**config.mk**
```make
export PLATFORM = sky130hd
export DESIGN_NAME = bhq_cell
export DESIGN_NICKNAME = d
export VERILOG_FILES = /design/src/rtl/bhq_pkg.sv /design/src/rtl/bhq_cell.sv
export SDC_FILE = /design/constraint.sdc
export NUM_CORES = 1
export LEC_CHECK = 0
export BUFFER_PORTS_ARGS = -buffer_cell sky130_fd_sc_hd__buf_2
export CORE_MARGIN = 2
export CORE_UTILIZATION = 40
export CTS_CLUSTER_SIZE = 24
export DETAILED_ROUTE_END_ITERATION = 6
export PLACE_DENSITY = 0.71
export SYNTH_ARGS = -nofsm -noshare
export SYNTH_HDL_FRONTEND = slang
export SYNTH_SLANG_ARGS = --single-unit
```
**constraint.sdc**
```tcl
create_clock -name clk -period 4.42 [get_ports clk]
set_input_delay 0.884 -clock clk [delete_from_list [all_inputs] [get_ports clk]]
set_output_delay 0.884 -clock clk [all_outputs]
set_load 0.01 [all_outputs]
```
**src/rtl/bhq_pkg.sv**
```systemverilog
// shared types and codes for the sorted-row max-priority queue
`timescale 1ns / 1ps
`default_nettype none

package bhq_pkg;

  localparam int DataW   = 32;
  localparam int CountW  = 11;
  localparam int StatusW = 2;
  localparam int OutW    = 48;

  localparam logic CMD_PUSH = 1'b0;
  localparam logic CMD_POP  = 1'b1;

  localparam logic [StatusW-1:0] STATUS_OK    = 2'd0;
  localparam logic [StatusW-1:0] STATUS_EMPTY = 2'd1;
  localparam logic [StatusW-1:0] STATUS_FULL  = 2'd2;

  // link from one cell to the next one down the row
  typedef struct packed {
    logic [DataW-1:0] data;
    logic             gt;
  } bhq_link_t;

  // operation broadcast to every cell
  typedef struct packed {
    logic push;
    logic pop;
  } bhq_op_t;

endpackage

`default_nettype wire

```
**src/rtl/bhq_cell.sv**
```systemverilog
// one slot of the sorted cell row, largest value at cell zero
`timescale 1ns / 1ps
`default_nettype none

module bhq_cell
  import bhq_pkg::*;
(
  input  wire logic             clk,
  input  wire bhq_op_t          op,
  input  wire logic             occupied,
  input  wire logic [DataW-1:0] value,
  input  wire bhq_link_t        prev_link,
  input  wire logic [DataW-1:0] next_data,
  output bhq_link_t             link
);

  logic [DataW-1:0] data;
  logic             gt;

  // an empty slot loses to any incoming value
  always_comb begin
    gt = !occupied || ($signed(value) > $signed(data));
    link.data = data;
    link.gt = gt;
  end

  always_ff @(posedge clk) begin
    if (op.push && gt) begin
      data <= prev_link.gt ? prev_link.data : value;
    end else if (op.pop) begin
      data <= next_data;
    end
  end

endmodule

`default_nettype wire

```
==> results of run 1 <==
-- Yosys cell counts --
cell | n | area [um^2]
a221oi_1 | 1 | 8.76
nor3_1 | 3 | 15.0
or2_2 | 1 | 6.26
a21oi_1 | 16 | 80.1
a2bb2oi_2 | 1 | 15.0
nor4_1 | 1 | 6.26
nand2_1 | 10 | 37.5
buf_6 | 4 | 45.0
a21bo_2 | 1 | 10.0
nand2b_4 | 1 | 13.8
o21ai_0 | 5 | 25.0
nand4_1 | 8 | 50.1
mux2_2 | 34 | 383
nor2b_1 | 1 | 6.26
or4_4 | 1 | 11.3
clkbuf_1 | 1 | 3.75
inv_1 | 35 | 131
a21o_1 | 1 | 7.51
o211ai_1 | 2 | 15.0
mux2_4 | 29 | 435
ha_1 | 32 | 400
o21a_1 | 1 | 7.51
or3_1 | 1 | 6.26
dlygate4sd3_1 | 2 | 20.0
o21ai_1 | 1 | 5.00
edfxtp_1 | 32 | 961
o311ai_4 | 1 | 26.3
nand3_1 | 3 | 15.0
and3_4 | 1 | 11.3
buf_4 | 1 | 7.51
-- cells by family after synthesis --
kind of cell    after synthesis  share of synthesized area [%]
mux                          63                           29.6
simple gates                 31                           6.47
fa+ha+maj                    32                           14.5
buf+inv                      43                           7.51
flops                        32                           34.7
compound gates               30                           7.24
-- worst reg2reg max path: stages (launching register included) --
cell	delay [ns]
edfxtp_1	0.34
inv_1	0.04
ha_1	0.42
nand4_1	0.19
or4_4	0.58
nor3_1	0.22
o21ai_1	0.14
o311ai_4	0.10
buf_4	0.55
mux2_2	0.41
-- power by group --
group	internal, uW	switching, uW
sequential	422	29.6
clock	104	110
combinational	272	264
-- area by class of cell --
cell class                      instances  share of cell area (%)
Clock buffer                            5                    1.94
Clock inverter                          2                   0.212
Multi-Input combinational cell        156                    45.1
Tap cell                               80                    2.83
Inverter                               35                    3.71
Timing Repair Buffer                  134                    19.0
Sequential cell                        32                    27.1
-- placed cells by master, fill, tap and decap left out, drive strengths merged --
| cell type | synthesis | routed |
|---|---|---|
| a21bo | 1 | 1 |
| a21o | 1 | 1 |
| a21oi | 16 | 16 |
| a221oi | 1 | 1 |
| a2bb2oi | 1 | 1 |
| and3 | 1 | 1 |
| buf | 5 | 134 |
| clkbuf | 1 | 5 |
| clkinv | 0 | 2 |
| edfxtp | 32 | 32 |
| ha | 32 | 32 |
| inv | 35 | 35 |
| mux2 | 63 | 63 |
| nand2 | 10 | 10 |
| nand2b | 1 | 1 |
| nand3 | 3 | 3 |
| nand4 | 8 | 8 |
| nor2b | 1 | 1 |
| nor3 | 3 | 3 |
| nor4 | 1 | 1 |
| o211ai | 2 | 2 |
| o21a | 1 | 1 |
| o21ai | 6 | 6 |
| o311ai | 1 | 1 |
| or2 | 1 | 1 |
| or3 | 1 | 1 |
| or4 | 1 | 1 |
-- metal layers --
layer	GRT usage, %	up-vias	share of wire [%]
met2	31.6	86	49
met3	3.51	6	7.1
met5	0	-	0
met4	4.90	0	1.1
met1	19.5	999	42
li1	-	1111	-
-- how the worst max path moves through the flow --
stage | endpoint | slack [ns] | cells after the start
after floorplan | data[0] | 0.79 | 9
after global placement | link[0] | 0.61 | 9
after detailed placement | link[0] | 0.51 | 9
after CTS | link[0] | 0.49 | 9
after global routing | link[0] | 0.37 | 9
final | link[0] | 0.49 | 9
-- stage by stage --
stage	instances	area, um^2	setup WS [ns]
finish	444	3540	0.493
global route	444	3540	0.372
CTS	444	3540	0.489
detailed placement	437	3460	0.511
global placement	437	3460	0.607
floorplan	231	2770	0.786
==> flow_metrics.py, run 1 <==
metrics = {
    "sta": {
        "report.final.slew_viol_count": 0,
        "post-route-period-util_pct": 88.8,
        "slew-limit-headroom_pct": 44.7,
        "fmaxAchievable_mhz": 255,
        "tns_ns": 0,
        "whs_ns": 0.900,
        "fin_skew_ns": 0.00311,
        "hold_viol": 0,
        "tightest_slew_ns": 0.830,
        "setup_viol": 0,
        "min_period_ns": 3.93,
        "rsz0062_at_grt": "no",
    },
    "finish": {
        "syn_to_final_growth_pct": 28.0,
        "fill_cells": 610,
        "top_regs": "data: 32 flops",
        "nNetsFinal": 497,
        "register_area_um2": 961,
        "drive_gt1_share_pct": 57.4,
        "largest_register_ffs": 32,
        "top_register": "data",
        "final_core_util_pct": 52.4,
        "multi_input_area_um2": 1600,
        "diodes": 0,
    },
    "cts": {
        "cts_tree": "done",
        "cts_made_buffers": 5,
        "cts_hold_buf": 0,
        "cts_sinks": 32,
        "cts_root_buf": "clkbuf_8",
        "h-tree-depth": 2,
        "cts_buffer_depth": 2,
        "post_cts_buffers": 0,
        "cts_resized": 0,
        "clk_pin_slew_ns": 0.07,
        "clk_latency_ns": 0.28,
    },
    "critical_path": {
        "crit_start": "value[31]",
        "cp_slowest_cell": "or4_4",
        "r2r_start": "data[31]",
        "crit_arrival_ns": 3.04,
        "cp-start-kind": "input pin",
        "cp-end-kind": "output pin",
        "path_class": "in2out",
        "cp_max_fo": 6,
        "r2r-end": "data[0]",
        "path_delay_family": "simple AND/OR/NAND/NOR gates",
        "cp_slowest_stage_delay_ns": 0.58,
        "r2r_cells": 9,
        "cp.required_ns": 3.54,
        "crit_chain": "buf_2 -> ha_1 -> nand4_1 -> or4_4 -> nor3_1 -> nor3_1 -> o21a_1 -> a21bo_2 -> buf_2",
        "worst-path-buf-inv": 2,
        "r2r_slack_ns": 1.18,
    },
    "hold_path": {
        "hold_end": "data[22]",
        "hold_depth": 2,
        "holdCritStartpoint": "next_data[22]",
        "hold_class": "in2reg",
    },
    "route": {
        "finalWirelength_mm": 6.47,
        "ant_nets": 0,
        "drc_errors": 0,
        "vias_per_cell": 4.96,
        "drtIter0Drc": 51,
        "vias": 2202,
        "wl_per_cell_um": 14.6,
        "drt-pass1-iter-count": 4,
    },
    "place": {
        "hpwl_mm": 5.08,
        "numPortBuffers": 133,
        "gp_congestion": 0.756,
    },
    "floorplanning": {
        "pin_count": 134,
        "rows": 30,
        "die_w_um": 87.2,
        "coreArea_um2": 6760,
        "initial_core_util_pct": 40.9,
        "fp.dieH_um": 87.2,
        "dieArea_um2": 7600,
    },
    "synthesis": {
        "ys_seq_elements": 32,
        "synth_area_um2": 2770,
        "yosysSeqAreaShare_pct": 34.7,
        "synth_cells": 231,
        "yosysWarningCount": 0,
        "syn_nets": 364,
        "syn_area_per_cell_um2": 12.0,
        "synth.lib_cells_used.distinct": 30,
    },
    "grt": {
        "grt_pass1_vias": 2254,
        "overflow": 0,
        "grt_util_all_layers_pct": 17.0,
        "antenna_found_initial": 0,
        "grt_max_degree": 34,
        "grt_pass1_wl_mm": 10.0,
    },
    "pwr": {
        "peakVddDrop_uv": 155,
        "power.total_uw": 1200,
        "powerDensity_nw_per_um2": 339,
        "cellLeakagePower_uw": 0.00181,
    },
    "flow_run": {
        "maxCapViolCount": 0,
    },
    "status": {
        "outcome": "completed",
    },
}
No activity file was read; power rests on OpenSTA's default activity.
==> run 2, diff against run 1 <==
CORE_MARGIN = 3   (was 2)
==> run 2 against run 1 <==
Cell count decreased by 0.45%; power decreased by 0.14%; critical path depth unchanged; final area unchanged; maximum frequency decreased by 0.23%; clock-buffer cell count increased by 2; wire length increased by 0.54%; core utilization increased by 1.8 points; global-route usage decreased by 0.42 points; non-clock buffer count unchanged; critical path type unchanged; via count increased by 1.2%.
==> flow_metrics.py, run 2 (synthesis gave the netlist of run 1 again) <==
metrics = {
    "hold_path": {
        "hold_depth": 2,
        "holdCritStartpoint": "next_data[21]",
        "hold_class": "in2reg",
        "hold_end": "data[21]",
    },
    "finish": {
        "layout_common_cells": "buf_2, inv_1, mux2_2, ha_1, edfxtp_1",
        "drive_gt1_share_pct": 57.3,
        "final_common_cell": "buf_2",
        "largest_register_ffs": 32,
        "diodes": 0,
        "top_register": "data",
        "top_regs": "data: 32 flops",
        "nNetsFinal": 497,
        "fill_cells": 599,
        "syn_to_final_growth_pct": 28.0,
    },
    "critical_path": {
        "crit_chain": "buf_2 -> ha_1 -> nand4_1 -> or4_4 -> nor3_1 -> nor3_1 -> o21a_1 -> a21bo_2 -> buf_2",
        "r2r-end": "data[1]",
        "r2r_start": "data[31]",
        "cp_slowest_cell": "or4_4",
        "cp_max_fo": 6,
        "cp-start-kind": "input pin",
        "crit_arrival_ns": 3.05,
        "r2r_slack_ns": 1.10,
        "path_class": "in2out",
        "r2r_cells": 9,
        "cp-end-kind": "output pin",
        "cp_slowest_stage_delay_ns": 0.58,
        "cp.required_ns": 3.54,
        "worst-path-buf-inv": 2,
        "path_delay_family": "simple AND/OR/NAND/NOR gates",
    },
    "route": {
        "finalWirelength_mm": 6.50,
        "vias_per_cell": 5.04,
        "drtIter0Drc": 42,
        "vias": 2228,
        "wl_per_cell_um": 14.7,
        "ant_nets": 0,
        "drc_errors": 0,
        "drt-pass1-iter-count": 4,
    },
    "floorplanning": {
        "coreArea_um2": 6530,
        "fp.dieH_um": 89.2,
        "die_w_um": 89.2,
        "initial_core_util_pct": 42.4,
        "rows": 29,
        "dieArea_um2": 7950,
        "pin_count": 134,
    },
    "sta": {
        "fmaxAchievable_mhz": 254,
        "setup_viol": 0,
        "rsz0062_at_grt": "no",
        "min_period_ns": 3.94,
        "tns_ns": 0,
        "report.final.slew_viol_count": 0,
        "tightest_slew_ns": 0.773,
        "post-route-period-util_pct": 89.0,
        "hold_viol": 0,
        "fin_skew_ns": 0.00195,
        "slew-limit-headroom_pct": 48.5,
    },
    "cts": {
        "clk_latency_ns": 0.28,
        "cts_tree": "done",
        "cts_sinks": 32,
        "cts_root_buf": "clkbuf_8",
        "clk_pin_slew_ns": 0.06,
        "post_cts_buffers": 0,
        "cts_hold_buf": 0,
        "h-tree-depth": 2,
        "cts_buffer_depth": 2,
        "cts_made_buffers": 5,
        "cts_resized": 0,
    },
    "grt": {
        "grt_util_all_layers_pct": 16.6,
        "antenna_found_initial": 0,
        "overflow": 0,
        "grt_max_degree": 34,
        "grt_pass1_vias": 2263,
        "grt_pass1_wl_mm": 10.1,
    },
    "pwr": {
        "powerDensity_nw_per_um2": 339,
        "peakVddDrop_uv": 148,
        "power.total_uw": 1200,
        "cellLeakagePower_uw": 0.00181,
    },
    "place": {
        "gp_congestion": 0.772,
        "numPortBuffers": 133,
        "hpwl_mm": 5.27,
    },
    "flow_run": {
        "maxCapViolCount": 0,
    },
    "status": {
        "outcome": "completed",
    },
}
## run 2: changes by cell type in the layout (fill, tap and decap cells not counted), sizes merged
cell / previous run / this run
clkinv: 2 / 1
clkbuf: 5 / 7
## run 2: final cells by class
cell class                 instances  area, um^2  area share (%)
multi-input combinational        156        1600            45.1
sequential                        32         961            27.1
timing repair buffer             134         673            19.0
inverter                          35         131            3.71
tap                               77        96.3            2.72
clock buffer                       7        76.3            2.16
clock inverter                     1        3.75           0.106
## run 2: per-layer routing
metal	part of all wire, %	GRT usage (%)	vias to the layer above
li1	-	-	1114
met1	42	20.1	1006
met2	49	29.2	101
met3	8.0	4.33	7
met4	1.1	4.19	0
met5	0	0	-
## run 2: worst max path at each step
stage / start / end / slack [ns] / cells after the start
6_report: value[31] / link[0] / 0.48 / 9
2_1_floorplan: value[31] / data[0] / 0.79 / 9
4_1_cts: value[31] / link[0] / 0.48 / 9
5_1_grt: value[31] / link[0] / 0.31 / 9
3_3_place_gp: value[31] / link[0] / 0.60 / 9
3_5_place_dp: value[31] / link[0] / 0.49 / 9
## run 2: power by group
| part | switching, uW | total (uW) | internal (uW) |
|---|---|---|---|
| sequential | 31.5 | 454 | 422 |
| clock | 104 | 213 | 110 |
| combinational | 260 | 532 | 272 |
## run 2: worst reg2reg max path, cell delays in order (launching register included)
cell and delay [ns]:
edfxtp_1 0.36, inv_1 0.05, ha_1 0.41, nand4_1 0.18, or4_4 0.58, nor3_1 0.27
o21ai_1 0.15, o311ai_4 0.10, buf_4 0.55, mux2_2 0.42
## run 2: metrics by stage
stage	util (%)	cell area (um^2)	hold WS [ns]	setup slack, ns	instances
after floorplan	-	2770	1.10	0.786	231
after global placement	53.0	3460	1.19	0.601	434
after detailed placement	53.0	3460	1.19	0.491	434
after CTS	54.2	3540	0.897	0.476	442
after global routing	54.2	3540	0.891	0.311	442
final	54.2	3540	0.904	0.484	442
